File: config.mk
export PLATFORM = sky130hd
export DESIGN_NAME = two_channel_lux_calc_unit
export DESIGN_NICKNAME = d
export VERILOG_FILES = /design/src/rtl/tclc_pkg.sv /design/src/rtl/tclc_scale.sv /design/src/rtl/tclc_div.sv /design/src/rtl/tclc_lux.sv /design/src/rtl/two_channel_lux_calc_unit.sv
export SDC_FILE = /design/constraint.sdc
export NUM_CORES = 2
export LEC_CHECK = 0
export ABC_AREA = 1
export ABC_CLOCK_PERIOD_IN_PS = 7100
export BUFFER_PORTS_ARGS = -buffer_cell sky130_fd_sc_hd__buf_2
export CAP_MARGIN = 20
export CORE_UTILIZATION = 35
export DETAILED_ROUTE_END_ITERATION = 12
export PLACE_DENSITY = 0.52
export SLEW_MARGIN = 20
export SYNTH_ARGS = -nofsm -noshare
export SYNTH_HDL_FRONTEND = slang
export SYNTH_SLANG_ARGS = --single-unit
File: constraint.sdc
create_clock -name clock -period 7.1 [get_ports clock]
set_input_delay 1.065 -clock clock [delete_from_list [all_inputs] [get_ports clock]]
set_output_delay 1.065 -clock clock [all_outputs]
set_load 0.03 [all_outputs]
File: src/rtl/tclc_pkg.sv
// ----------------------------------------------------------------------------
// tclc_pkg: shared types and constants for the two-channel lux calculator
// Field widths, fixed-point formats, status and register codes, and the
// eight-segment slope/offset tables for both package types.
// ----------------------------------------------------------------------------
package tclc_pkg;

   // raw counts and channel scaling
   localparam int CNT_W      = 16;
   localparam int FACTOR_W   = 19;   // largest factor is 0x7517 << 4
   localparam int CHAN_FRAC  = 10;
   localparam int SCALED_W   = CNT_W + FACTOR_W - CHAN_FRAC;

   // ratio and divider
   localparam int RATIO_FRAC = 9;
   localparam int DIV_W      = SCALED_W + RATIO_FRAC + 1;
   localparam int QUO_W      = 11;   // quotients from 2048 up are saturated
   localparam int RATIO_W    = QUO_W;

   // segment table
   localparam int SEG_N      = 8;
   localparam int SEG_W      = 3;
   localparam int BOUND_W    = 10;
   localparam int COEF_W     = 10;

   // lux arithmetic
   localparam int PROD_W     = SCALED_W + COEF_W;
   localparam int LUX_FRAC   = 14;
   localparam int LUX_W      = 21;
   localparam int RND_W      = PROD_W + 1 - LUX_FRAC;
   localparam int STATUS_W   = 2;

   // port widths
   localparam int REQ_DATA_W = 2 * CNT_W;
   localparam int RSP_DATA_W = ((LUX_W + 7) / 8) * 8;
   localparam int CSR_IDX_W  = 2;
   localparam int CSR_DATA_W = 2;

   localparam logic [FACTOR_W-1:0] SCALE_SHORT  = FACTOR_W'(16'h7517);
   localparam logic [FACTOR_W-1:0] SCALE_MEDIUM = FACTOR_W'(16'h0fe7);
   localparam logic [FACTOR_W-1:0] SCALE_UNIT   = FACTOR_W'(1) << CHAN_FRAC;
   localparam logic [CNT_W-1:0]    SAT_LIMIT    = CNT_W'(4900);
   localparam logic [LUX_W-1:0]    LUX_MAX      = {LUX_W{1'b1}};
   localparam logic [PROD_W:0]     LUX_HALF     = (PROD_W+1)'(1) << (LUX_FRAC - 1);

   // integration time codes
   localparam logic [1:0] INTEG_13MS  = 2'd0;
   localparam logic [1:0] INTEG_101MS = 2'd1;

   // configuration register indexes
   localparam logic [CSR_IDX_W-1:0] CSR_GAIN_HIGH  = CSR_IDX_W'(0);
   localparam logic [CSR_IDX_W-1:0] CSR_INTEG_TIME = CSR_IDX_W'(1);
   localparam logic [CSR_IDX_W-1:0] CSR_PACKAGE_CS = CSR_IDX_W'(2);

   typedef enum logic [STATUS_W-1:0] {
      STATUS_OK      = 2'd0,
      STATUS_IR_ZERO = 2'd1,
      STATUS_SAT     = 2'd2
   } status_type;

   // scaled channel pair with its early status
   typedef struct packed {
      logic [SCALED_W-1:0] s0;
      logic [SCALED_W-1:0] s1;
      status_type          status;
   } scaled_type;

   // divider result: ovf means the rounded ratio is above every bound
   typedef struct packed {
      scaled_type       ctx;
      logic [QUO_W-1:0] quo;
      logic             ovf;
   } quo_type;

   typedef struct packed {
      logic [COEF_W-1:0] offs;
      logic [COEF_W-1:0] slope;
   } coef_type;

   // upper ratio bound of segment idx (last segment has none)
   function automatic logic [BOUND_W-1:0] seg_bound(input logic cs,
                                                    input logic [SEG_W-1:0] idx);
      logic [BOUND_W-1:0] b;
      b = '0;
      if (!cs) begin
         unique case (idx)
            3'd0:    b = 10'h040;
            3'd1:    b = 10'h080;
            3'd2:    b = 10'h0c0;
            3'd3:    b = 10'h100;
            3'd4:    b = 10'h138;
            3'd5:    b = 10'h19a;
            3'd6:    b = 10'h29a;
            default: b = {BOUND_W{1'b1}};
         endcase
      end else begin
         unique case (idx)
            3'd0:    b = 10'h043;
            3'd1:    b = 10'h085;
            3'd2:    b = 10'h0c8;
            3'd3:    b = 10'h10a;
            3'd4:    b = 10'h14d;
            3'd5:    b = 10'h19a;
            3'd6:    b = 10'h29a;
            default: b = {BOUND_W{1'b1}};
         endcase
      end
      return b;
   endfunction

   // offset and slope of segment idx; the last segment is all zero
   function automatic coef_type seg_coef(input logic cs, input logic [SEG_W-1:0] idx);
      coef_type c;
      c = '0;
      if (!cs) begin
         unique case (idx)
            3'd0:    c = '{offs: 10'h1f2, slope: 10'h1be};
            3'd1:    c = '{offs: 10'h214, slope: 10'h2d1};
            3'd2:    c = '{offs: 10'h23f, slope: 10'h37b};
            3'd3:    c = '{offs: 10'h270, slope: 10'h3fe};
            3'd4:    c = '{offs: 10'h16f, slope: 10'h1fc};
            3'd5:    c = '{offs: 10'h0d2, slope: 10'h0fb};
            3'd6:    c = '{offs: 10'h018, slope: 10'h012};
            default: c = '0;
         endcase
      end else begin
         unique case (idx)
            3'd0:    c = '{offs: 10'h204, slope: 10'h1ad};
            3'd1:    c = '{offs: 10'h228, slope: 10'h2c1};
            3'd2:    c = '{offs: 10'h253, slope: 10'h363};
            3'd3:    c = '{offs: 10'h282, slope: 10'h3df};
            3'd4:    c = '{offs: 10'h177, slope: 10'h1dd};
            3'd5:    c = '{offs: 10'h101, slope: 10'h127};
            3'd6:    c = '{offs: 10'h037, slope: 10'h02b};
            default: c = '0;
         endcase
      end
      return c;
   endfunction

endpackage

File: src/rtl/tclc_scale.sv
// ----------------------------------------------------------------------------
// tclc_scale: channel scaling stage
// Multiplies both raw counts by the integration/gain factor and flags the
// infrared-zero and broadband-saturated cases. One register stage.
// ----------------------------------------------------------------------------
module tclc_scale import tclc_pkg::*; (
   input  logic             clock,
   input  logic             reset,
   input  logic             gain_high,
   input  logic [1:0]       integ_time,
   input  logic             in_valid,
   output logic             in_ready,
   input  logic [CNT_W-1:0] broadband,
   input  logic [CNT_W-1:0] infrared,
   output logic             out_valid,
   input  logic             out_ready,
   output scaled_type       out_data
);

   localparam int P_W = CNT_W + FACTOR_W;

   logic [FACTOR_W-1:0] base;
   logic [FACTOR_W-1:0] factor;
   logic [P_W-1:0]      p0;
   logic [P_W-1:0]      p1;
   scaled_type          data_in;
   scaled_type          data_ff;
   logic                valid_in;
   logic                valid_ff;
   logic                advance;

   // channel factor from integration time and gain
   always_comb begin
      unique case (integ_time)
         INTEG_13MS:  base = SCALE_SHORT;
         INTEG_101MS: base = SCALE_MEDIUM;
         default:     base = SCALE_UNIT;
      endcase
      factor = gain_high ? base : (base << 4);
   end

   assign p0 = P_W'(broadband) * P_W'(factor);
   assign p1 = P_W'(infrared) * P_W'(factor);

   // scaled values and early status
   always_comb begin
      data_in.s0 = p0[CHAN_FRAC +: SCALED_W];
      data_in.s1 = p1[CHAN_FRAC +: SCALED_W];
      if (infrared == '0) begin
         data_in.status = STATUS_IR_ZERO;
      end else if (({1'b0, broadband} < {infrared, 1'b0}) && (broadband > SAT_LIMIT)) begin
         data_in.status = STATUS_SAT;
      end else begin
         data_in.status = STATUS_OK;
      end
   end

   assign advance  = !valid_ff || out_ready;
   assign in_ready = advance;
   assign valid_in = advance ? in_valid : valid_ff;

   always_ff @(posedge clock) begin
      if (reset) begin
         valid_ff <= 1'b0;
      end else begin
         valid_ff <= valid_in;
      end
   end

   always_ff @(posedge clock) begin
      if (advance && in_valid) begin
         data_ff <= data_in;
      end
   end

   assign out_valid = valid_ff;
   assign out_data  = data_ff;

endmodule

File: src/rtl/tclc_div.sv
// ----------------------------------------------------------------------------
// tclc_div: pipelined ratio divider
// Computes (s1 << 10) / s0 by restoring division, one quotient bit per
// stage. Quotients of 2048 and up only mark overflow; a zero s0 also lands
// there, which gives the same zero lux as the ratio of zero would.
// ----------------------------------------------------------------------------
module tclc_div import tclc_pkg::*; (
   input  logic       clock,
   input  logic       reset,
   input  logic       in_valid,
   output logic       in_ready,
   input  scaled_type in_data,
   output logic       out_valid,
   input  logic       out_ready,
   output quo_type    out_data
);

   localparam int N = QUO_W;

   quo_type          st_ff  [0:N];
   logic [DIV_W-1:0] rem_ff [0:N-1];
   logic             vld_ff [0:N];
   logic             rdy    [0:N+1];

   assign rdy[N+1]  = out_ready;
   assign in_ready  = rdy[0];
   assign out_valid = vld_ff[N];
   assign out_data  = st_ff[N];

   // handshake chain: a stage moves when empty or when its successor moves
   for (genvar k = 0; k <= N; k++) begin : g_ctl
      assign rdy[k] = !vld_ff[k] || rdy[k+1];
   end

   // setup stage: overflow test and initial remainder
   always_ff @(posedge clock) begin
      if (reset) begin
         vld_ff[0] <= 1'b0;
      end else if (rdy[0]) begin
         vld_ff[0] <= in_valid;
      end
   end

   always_ff @(posedge clock) begin
      if (rdy[0] && in_valid) begin
         st_ff[0].ctx <= in_data;
         st_ff[0].quo <= '0;
         st_ff[0].ovf <= {1'b0, in_data.s1} >= {in_data.s0, 1'b0};
         rem_ff[0]    <= {in_data.s1, {(RATIO_FRAC + 1){1'b0}}};
      end
   end

   // one quotient bit per stage, most significant first
   for (genvar k = 1; k <= N; k++) begin : g_step
      localparam int B = N - k;

      logic [DIV_W-1:0] dsh;
      logic [DIV_W:0]   trial;
      quo_type          st_in;
      logic [DIV_W-1:0] rem_in;

      always_comb begin
         dsh         = DIV_W'(st_ff[k-1].ctx.s0) << B;
         trial       = {1'b0, rem_ff[k-1]} - {1'b0, dsh};
         st_in       = st_ff[k-1];
         st_in.quo[B] = !trial[DIV_W];
         rem_in      = trial[DIV_W] ? rem_ff[k-1] : trial[DIV_W-1:0];
      end

      always_ff @(posedge clock) begin
         if (reset) begin
            vld_ff[k] <= 1'b0;
         end else if (rdy[k]) begin
            vld_ff[k] <= vld_ff[k-1];
         end
      end

      always_ff @(posedge clock) begin
         if (rdy[k] && vld_ff[k-1]) begin
            st_ff[k] <= st_in;
         end
      end

      if (k < N) begin : g_rem
         always_ff @(posedge clock) begin
            if (rdy[k] && vld_ff[k-1]) begin
               rem_ff[k] <= rem_in;
            end
         end
      end else begin : g_unused_rem
         logic [DIV_W-1:0] rem_last;
         assign rem_last = rem_in;
      end
   end

endmodule

File: src/rtl/tclc_lux.sv
// ----------------------------------------------------------------------------
// tclc_lux: segment lookup and lux arithmetic
// Rounds the ratio and picks the segment coefficients, forms both products,
// then subtracts, clamps at zero, rounds, saturates and zeroes flagged
// items. Three register stages; the last one is the result output register.
// ----------------------------------------------------------------------------
module tclc_lux import tclc_pkg::*; (
   input  logic             clock,
   input  logic             reset,
   input  logic             package_cs,
   input  logic             in_valid,
   output logic             in_ready,
   input  quo_type          in_data,
   output logic             out_valid,
   input  logic             out_ready,
   output logic [LUX_W-1:0] out_lux,
   output status_type       out_status
);

   // stage a: segment lookup
   logic [QUO_W:0]     ratio_sum;
   logic [RATIO_W-1:0] ratio;
   logic [SEG_W-1:0]   seg;
   coef_type           coef_in;
   coef_type           coef_ff;
   scaled_type         ctx_a_ff;
   logic               vld_a_ff;
   logic               rdy_a;

   // stage b: products
   logic [PROD_W-1:0]  pos_in;
   logic [PROD_W-1:0]  neg_in;
   logic [PROD_W-1:0]  pos_ff;
   logic [PROD_W-1:0]  neg_ff;
   status_type         status_b_ff;
   logic               vld_b_ff;
   logic               rdy_b;

   // stage c: result
   logic [PROD_W-1:0]  diff;
   logic [PROD_W:0]    rounded;
   logic [RND_W-1:0]   shifted;
   logic [LUX_W-1:0]   lux_in;
   logic [LUX_W-1:0]   lux_ff;
   status_type         status_c_ff;
   logic               vld_c_ff;
   logic               rdy_c;

   assign rdy_c    = !vld_c_ff || out_ready;
   assign rdy_b    = !vld_b_ff || rdy_c;
   assign rdy_a    = !vld_a_ff || rdy_b;
   assign in_ready = rdy_a;

   // rounded ratio and segment select
   always_comb begin
      ratio_sum = {1'b0, in_data.quo} + (QUO_W+1)'(1);
      ratio     = ratio_sum[QUO_W:1];
      seg       = SEG_W'(SEG_N - 1);
      for (int i = SEG_N - 2; i >= 0; i--) begin
         if (ratio <= RATIO_W'(seg_bound(package_cs, SEG_W'(i)))) begin
            seg = SEG_W'(i);
         end
      end
      if (in_data.ovf) begin
         seg = SEG_W'(SEG_N - 1);
      end
      coef_in = seg_coef(package_cs, seg);
   end

   always_ff @(posedge clock) begin
      if (reset) begin
         vld_a_ff <= 1'b0;
      end else if (rdy_a) begin
         vld_a_ff <= in_valid;
      end
   end

   always_ff @(posedge clock) begin
      if (rdy_a && in_valid) begin
         coef_ff  <= coef_in;
         ctx_a_ff <= in_data.ctx;
      end
   end

   // offset and slope products
   assign pos_in = PROD_W'(ctx_a_ff.s0) * PROD_W'(coef_ff.offs);
   assign neg_in = PROD_W'(ctx_a_ff.s1) * PROD_W'(coef_ff.slope);

   always_ff @(posedge clock) begin
      if (reset) begin
         vld_b_ff <= 1'b0;
      end else if (rdy_b) begin
         vld_b_ff <= vld_a_ff;
      end
   end

   always_ff @(posedge clock) begin
      if (rdy_b && vld_a_ff) begin
         pos_ff      <= pos_in;
         neg_ff      <= neg_in;
         status_b_ff <= ctx_a_ff.status;
      end
   end

   // clamp, round, scale down and saturate
   always_comb begin
      diff    = (pos_ff > neg_ff) ? (pos_ff - neg_ff) : '0;
      rounded = {1'b0, diff} + LUX_HALF;
      shifted = rounded[PROD_W:LUX_FRAC];
      if (status_b_ff != STATUS_OK) begin
         lux_in = '0;
      end else if (shifted > RND_W'(LUX_MAX)) begin
         lux_in = LUX_MAX;
      end else begin
         lux_in = shifted[LUX_W-1:0];
      end
   end

   always_ff @(posedge clock) begin
      if (reset) begin
         vld_c_ff <= 1'b0;
      end else if (rdy_c) begin
         vld_c_ff <= vld_b_ff;
      end
   end

   always_ff @(posedge clock) begin
      if (rdy_c && vld_b_ff) begin
         lux_ff      <= lux_in;
         status_c_ff <= status_b_ff;
      end
   end

   assign out_valid  = vld_c_ff;
   assign out_lux    = lux_ff;
   assign out_status = status_c_ff;

endmodule

File: src/rtl/two_channel_lux_calc_unit.sv
// Two-channel lux calculator. Each item on req_ carries a broadband and an
// infrared photodiode count; exactly one item comes back on rsp_ with the
// lux value and a status code (0 valid, 1 infrared zero, 2 broadband
// saturated; lux is zero whenever status is nonzero). The block takes one
// item per clock while the result side accepts; each passes through channel
// scaling, the ratio divider (a setup stage and eleven restoring steps, one
// quotient bit each), and the segment lookup, multiply and rounding stages,
// the last of which is the output register. A stage stalls only when it
// is full and its successor cannot move, so empty stages keep filling while
// a result waits. The user must write gain, integration time and package
// type through csr_ only while no item is in flight; the block does not enforce it.
// ----------------------------------------------------------------------------
// two_channel_lux_calc_unit: top level of the lux calculator
// Configuration registers, stream ports, and the three pipeline sections.
// ----------------------------------------------------------------------------
module two_channel_lux_calc_unit import tclc_pkg::*; (
   input  logic                  clock,
   input  logic                  reset,
   // input items
   input  logic                  req_tvalid,
   output logic                  req_tready,
   input  logic [REQ_DATA_W-1:0] req_tdata,  // [15:0] broadband_count, [31:16] infrared_count
   // result items
   output logic                  rsp_tvalid,
   input  logic                  rsp_tready,
   output logic [RSP_DATA_W-1:0] rsp_tdata,  // [20:0] lux_value, [23:21] zero
   output logic [STATUS_W-1:0]   rsp_tuser,  // [1:0] status
   // configuration writes
   input  logic                  csr_wr_en,
   input  logic [CSR_IDX_W-1:0]  csr_index,
   input  logic [CSR_DATA_W-1:0] csr_wdata
);

   logic       gain_high_ff;
   logic [1:0] integ_time_ff;
   logic       package_cs_ff;

   logic       sc_valid;
   logic       sc_ready;
   scaled_type sc_data;
   logic       dv_valid;
   logic       dv_ready;
   quo_type    dv_data;

   logic [LUX_W-1:0] lux;
   status_type       status;

   // configuration registers; unknown indexes are dropped
   always_ff @(posedge clock) begin
      if (reset) begin
         gain_high_ff  <= 1'b0;
         integ_time_ff <= INTEG_13MS;
         package_cs_ff <= 1'b0;
      end else if (csr_wr_en) begin
         unique case (csr_index)
            CSR_GAIN_HIGH:  gain_high_ff  <= csr_wdata[0];
            CSR_INTEG_TIME: integ_time_ff <= csr_wdata[1:0];
            CSR_PACKAGE_CS: package_cs_ff <= csr_wdata[0];
            default:        ;
         endcase
      end
   end

   tclc_scale u_scale (
      .clock      (clock),
      .reset      (reset),
      .gain_high  (gain_high_ff),
      .integ_time (integ_time_ff),
      .in_valid   (req_tvalid),
      .in_ready   (req_tready),
      .broadband  (req_tdata[CNT_W-1:0]),
      .infrared   (req_tdata[2*CNT_W-1:CNT_W]),
      .out_valid  (sc_valid),
      .out_ready  (sc_ready),
      .out_data   (sc_data)
   );

   tclc_div u_div (
      .clock     (clock),
      .reset     (reset),
      .in_valid  (sc_valid),
      .in_ready  (sc_ready),
      .in_data   (sc_data),
      .out_valid (dv_valid),
      .out_ready (dv_ready),
      .out_data  (dv_data)
   );

   tclc_lux u_lux (
      .clock      (clock),
      .reset      (reset),
      .package_cs (package_cs_ff),
      .in_valid   (dv_valid),
      .in_ready   (dv_ready),
      .in_data    (dv_data),
      .out_valid  (rsp_tvalid),
      .out_ready  (rsp_tready),
      .out_lux    (lux),
      .out_status (status)
   );

   assign rsp_tdata = RSP_DATA_W'(lux);
   assign rsp_tuser = status;

   // a flagged result never carries a lux value
   a_flag_zero_lux: assert property (@(posedge clock) disable iff (reset)
      (rsp_tvalid && (rsp_tuser != STATUS_OK)) |-> (rsp_tdata[LUX_W-1:0] == '0))
      else $error("nonzero lux with nonzero status");

   // input backpressure only when the whole pipeline is full and stalled
   a_full_stall: assert property (@(posedge clock) disable iff (reset)
      !req_tready |-> (rsp_tvalid && !rsp_tready))
      else $error("input stalled while output side can move");

   // reset empties the pipeline
   a_reset_empty: assert property (@(posedge clock)
      reset |=> !rsp_tvalid)
      else $error("result valid right after reset");

endmodule

* Yosys cells after proc, flatten, opt, wreduce, memory -nomap -nowiden
Memory sizes are Yosys's and may differ from the RTL's. Index checks and enable logic that the tools add are counted.
Cells by class: $add $sub $neg 14, $mul 4, magnitude comparators 12, equality and inequality tests 9, muxes and demuxes 105, bitwise gates (word level) 12, reduce and logical (&&, ||, !) cells 68
Operator list (number):
- 2-to-1 mux 35 bit | 11
- case mux 20 bit (7 select lines) | 2
- 2-to-1 mux 1 bit | 75
- multiplier 16 x 19 -> 35 bit | 2
- multiplier 25 x 10 -> 35 bit | 2
- adder 35 x 14 -> 36 bit, second input constant | 1
- subtractor 35 x 25 -> 36 bit | 1
- subtractor 35 x 26 -> 36 bit | 1
- subtractor 35 x 27 -> 36 bit | 1
- subtractor 35 x 28 -> 36 bit | 1
- subtractor 35 x 29 -> 36 bit | 1
- subtractor 35 x 30 -> 36 bit | 1
- subtractor 35 x 31 -> 36 bit | 1
- subtractor 35 x 32 -> 36 bit | 1
- subtractor 35 x 33 -> 36 bit | 1
- subtractor 35 x 34 -> 36 bit | 1
- subtractor 35 x 35 -> 36 bit | 1
- greater-than comparator 35 bit | 1
- subtractor 35 bit | 1
- case mux 15 bit (2 select lines) | 1
- logical NOT 1 bit | 27
- greater-or-equal comparator 25 x 26 -> 1 bit | 1
- greater-than comparator 22 x 21 -> 1 bit, second input constant | 1
- <= comparator 11 x 8 -> 1 bit | 2
- 27 further kinds | 86
Storage, ports and cells: register bits after elaboration 227, RAM bits 1165, bits of input ports 41, output and inout bits 28, word-level logic and storage cells 247, memories 3
Memory list:
- u_div.st_ff | depth 12, bits a word 64, rd ports 12, clocked after memory_dff 0, write ports 12, line tclc_div.sv:20 | quo_type st_ff [0:N];
- u_div.rem_ff | depth 11, bits a word 35, rd ports 11, clocked after memory_dff 0, write ports 11, line tclc_div.sv:21 | logic [DIV_W-1:0] rem_ff [0:N-1];
- u_div.vld_ff | depth 12, bits a word 1, rd ports 12, clocked after memory_dff 0, write ports 12, line tclc_div.sv:22 | logic vld_ff [0:N];

* Longest topological paths before layout
word-level depth 20, gate-level depth with buffers 33, depth with buffers taken out 31

* Cells and area by module
Synthesis repeated with hierarchy kept, for this count alone.
Second synthesis, totals: cell total of the unflattened synthesis 11581, area total of the unflattened synthesis 100446.3 µm²
By module, submodules not included:
- tclc_div | instances 1, cells an instance 5768, area an instance 53640.2 µm², seq. area each 30299.1 µm²
- tclc_lux | instances 1, cells an instance 3202, area an instance 25455.7 µm², seq. area each 5074.9 µm²
- tclc_scale | instances 1, cells an instance 2577, area an instance 21136.5 µm², seq. area each 1581.5 µm²
- two_channel_lux_calc_unit | instances 1, cells an instance 34, area an instance 214.0 µm², seq. area each 80.1 µm²

* Worst setup path before layout
Ideal clock, no wire load.
path type input -> register, start input port req_tdata[23], end register u_scale.data_ff, in the netlist u_scale.out_data[21] (data pin), setup time 258 ps, arrival time 6222 ps, setup slack 620 ps, stages on the path 25, path through clkinv_1 > nor2_1 > inv_1 > nor2_1 > fa_1 > fa_1 > inv_1 > fa_1 > inv_1 > fa_1 > fa_1 > inv_1 > fa_1 > inv_1 > ha_1 > a21oi_1 > inv_1 > nor2_1 > o21ai_0 > o21bai_1 > a21o_1 > a21oi_1 > nor2_1 > nor2_1 > xnor2_1
RTL lines:
- start: declaration | line two_channel_lux_calc_unit.sv:22 | input logic [REQ_DATA_W-1:0] req_tdata,
- end signal: assignment | line tclc_scale.sv:72 | data_ff <= data_in;
- end: declaration | line tclc_scale.sv:27 | scaled_type data_ff;

==> results by group <==
Status
  • Status: completed

Floorplan
  • Io pins: between 60 and 70
  • Core area: about 260000 µm²
  • DIE AREA: between 200000 and 300000 µm²
  • Initial Util: 35.2%
  • Placement row count: between 150 and 200
  • Die Ht: around 520 µm
  • Die X: between 500 and 600 µm

Placement
  • Buffers on Ports: 65
  • Gp weighted congestion: 0.918
  • Final HPWL DP: 207000 µm

Global routing
  • Global routing usage on met1: 22.3%
  • Initial antenna violation count: 5
  • Vias in the first global route: approximately 67000
  • Layer with the highest usage: met2
  • Aggregate global-route resource usage: a little under a fifth
  • Largest net degree at the start of global routing: between 90 and 100
  • M3 GR Usage: around 2.1%
  • Wire length of the first global-routing pass: just under 400000 µm
  • Met2 GRT Util: approximately 34%
  • Grt ovf: 0

Clock tree
  • CTS tree: built
  • Hold_buf cts: 0
  • Number of H-tree levels: 4
  • CTS clock-pin slew for the worst setup and hold paths: ~0.060 ns
  • # clock sinks: between 1000 and 1500
  • Post-CTS setup buffers: 0
  • Clk root buf: clkbuf_16
  • Clk buf depth: 3
  • Total CTS buffers: 142
  • Worst skew pair latency: 0.80 ns

Worst setup path
  • Arrival time worst endpoint: between 7 and 8 ns
  • Max FO, Critical Path: 15
  • WS Path Type: flip-flop to flip-flop
  • Req. time, crit path: 7.61 ns
  • Crit end category: flip-flop
  • Worst Setup Start Kind: flip-flop

Timing
  • Minimum clock period: 6.65 ns
  • Hold Vio Cnt, Final: 0
  • Final setup fails: 0
  • Final slew viol count: 0
  • Max Fclk: between 150 and 200 MHz
  • Hold WS: approximately 0.40 ns
  • RSZ-0062 raised after global routing: false
  • Slew @ Worst Pin: around 1.1 ns
  • Setup TNS: 0 ns
  • Final period utilization: between 90% and 100%
  • Setup Skew: between 0.03 and 0.04 ns
  • Worst slew margin: between 20 and 30%

Power and ir drop
  • Maximum VDD drop: slightly above 0.5 mV
  • Pwr dens: 303 nW/µm²
  • LEAKAGE: between 40 and 50 nW

Finish
  • Area delta synth->final: 10.8%
  • Share of layout cells above drive strength 1: roughly 5.8%
  • Diode count: 0
  • Filler cell count: 26303
  • Post-layout nets: 11345

Routing
  • Routed Antenna Nets: 0
  • Drt initial violations: between 3000 and 4000
  • Vias: roughly 64000
  • Final wirelength: ~250000 µm
  • Wire per inst: between 15 and 20 µm
  • Drt drc: 0
  • First-pass DRT Iterations: 6
  • Vias per cell: between 4 and 5

Synthesis
  • Mapped Area: about 93000 µm²
  • Ys async rst share: 0%
  • Number of synthesized flops with an enable pin: 1228
  • Ys flop type: edfxtp_1
  • Register bit total from synthesis: ~1200
  • Synth Warn #: 0
  • Cells after Synth: around 9600
  • Sequential share of the synthesized area: 39.8%
  • Synth Area per Inst: roughly 9.7 µm²
  • Cell variety after synth: 65

Run
  • Total of max-cap violations: 0

Min path
  • HP Class: flip-flop to flip-flop
==> flip-flops by register name, indices dropped and copies added (netlist names) <==
name               cells
u_lux.out_status       2
u_scale.out_valid      1
u_scale.out_data      52
u_div.st_ff          702
u_lux.pos_ff          35
u_lux.neg_ff          35
integ_time_ff          2
u_lux.status_b_ff      2
u_lux.out_valid        1
u_div.vld_ff          12
u_lux.coef_ff         20
u_lux.vld_a_ff         1
u_lux.vld_b_ff         1
u_lux.out_lux         21
u_div.rem_ff         295
u_lux.ctx_a_ff        52
gain_high_ff           1
package_cs_ff          1
==> cell type report <==
type	instances	area [µm²]	share of cell area (%)
Timing Repair Buffer	249	1810	1.75
Clock buffer	178	3750	3.63
Sequential cell	1236	37000	35.9
Tap cell	3533	4420	4.28
Inverter	1941	7300	7.07
Clock inverter	71	837	0.811
Multi-Input combinational cell	6188	48100	46.6
==> path summary, 6_finish.rpt <==
path / startpoint / end / slack (ns) / cells after the start
max reg2reg: integ_time_ff[0] / u_scale.out_data[23] / 0.45 / 25
min reg2reg: u_div.st_ff[2][205] / u_lux.ctx_a_ff[1] / 0.40 / 0
min: u_div.st_ff[2][205] / u_lux.ctx_a_ff[1] / 0.40 / 0
max: integ_time_ff[0] / u_scale.out_data[23] / 0.45 / 25
==> cells in the mapped netlist, types with 11 or more instances <==
cell	count	area share [%]
o21bai_1	35	0.28
o21ai_0	450	2.4
clkinv_1	16	0.064
ha_1	732	9.8
a211oi_1	15	0.12
fa_1	814	17
o211ai_1	21	0.17
nor2_2	15	0.10
o21ai_1	30	0.16
buf_1	20	0.081
o221ai_1	11	0.10
nand3_1	191	1.0
clkbuf_1	158	0.64
or2_2	25	0.17
o21a_1	37	0.30
nand2_2	19	0.13
xor2_1	192	1.8
inv_1	1910	7.7
buf_2	15	0.081
o31ai_1	12	0.097
nor3_1	77	0.41
a21o_1	32	0.26
inv_2	14	0.056
a21oi_1	557	3.0
nand4_1	69	0.46
nor4_1	24	0.16
nor2_1	693	2.8
nand2_1	1800	7.3
xnor2_1	181	1.7
a31oi_1	46	0.31
a21boi_0	28	0.23
edfxtp_1	1228	40
nand3b_1	14	0.11
==> layer usage <==
layer / routed length, µm / vias up
li1: - / 31223
met1: 104000 / 31482
met2: 126000 / 1245
met3: 8250 / 407
met4: 10600 / 0
met5: 0 / -
==> stage by stage <==
step                      power [mW]  instances  utilization, %  instance area (µm²)  setup slack [ns]
after detailed placement        24.2      13146            37.2                98600             0.126
after global placement          24.2      13146            37.2                98600             0.107
after CTS                       31.6      13395            39.0               103000             0.416
final                           31.2      13396            39.0               103000             0.448
after global routing            33.7      13396            39.0               103000            0.0251
after floorplan                 19.3       9570               -                93100             0.620
==> logic make-up after synthesis <==
group                      Yosys count  share of synthesized area (%)
xor gates and xnor gates           373                           3.51
other                                1                        0.00403
buffers and inverters             2146                           8.73
AOI/OAI and AO/OA                 1311                           7.78
adders and majority gates         1546                           27.3
and+or+nand+nor                   2955                           12.9
DFF                               1236                           39.8
==> placed cells by master, fill, tap and decap left out, types with 10 or more instances in the layout <==
cell       synthesis  layout
a211oi_1          15      15
a21boi_0          28      28
a21o_1            32      32
a21oi_1          557     556
a31oi_1           46      46
buf_2             15      65
buf_4              8     176
bufinv_16          0      10
clkbuf_1         158      31
clkbuf_16          0     143
clkinv_1          16      35
clkinv_2           0      16
edfxtp_1        1228    1228
fa_1             814     814
ha_1             732     732
inv_1           1910    1899
inv_2             14      23
nand2_1         1800    1800
nand2_2           19      19
nand3_1          191     191
nand3b_1          14      14
nand4_1           69      69
nor2_1           693     680
nor2_2            15      22
nor2_4             5      11
nor3_1            77      77
nor4_1            24      24
o211ai_1          21      21
o21a_1            37      37
o21ai_0          450     449
o21ai_1           30      29
o21bai_1          35      35
o221ai_1          11      11
o31ai_1           12      12
or2_2             25      25
xnor2_1          181     181
xor2_1           192     192
==> where the power goes <==
part           switching [mW]  total (mW)  internal [mW]
Clock                    3.07        7.22           4.15
Sequential              0.359        9.30           8.94
Combinational            9.09        14.7           5.64
Total                    12.5        31.2           18.7
==> critical path: stages (launching register included) <==
cell and delay [ns]:
dfxtp_1 0.36, buf_4 0.22, nor2_1 0.10, nor2_1 0.13
buf_4 0.31, inv_1 0.10, buf_4 0.20, nand2_1 0.13
fa_1 0.47, fa_1 0.49, fa_1 0.49, inv_1 0.05
fa_1 0.50, fa_1 0.56, inv_1 0.06, fa_1 0.53
inv_1 0.04, ha_1 0.35, nand2_1 0.10, inv_1 0.08
nand3_1 0.10, nor3_1 0.23, nand2_1 0.07, o21ai_0 0.36
a31oi_1 0.16, xor2_1 0.16
==> timing repair <==
item | CTS | global route
endpoints found under the hold margin | 0 | 0
setup endpoints to repair | 0 | 4
gates resized for setup | 0 | 5
Power figures use the tool's default switching activity.
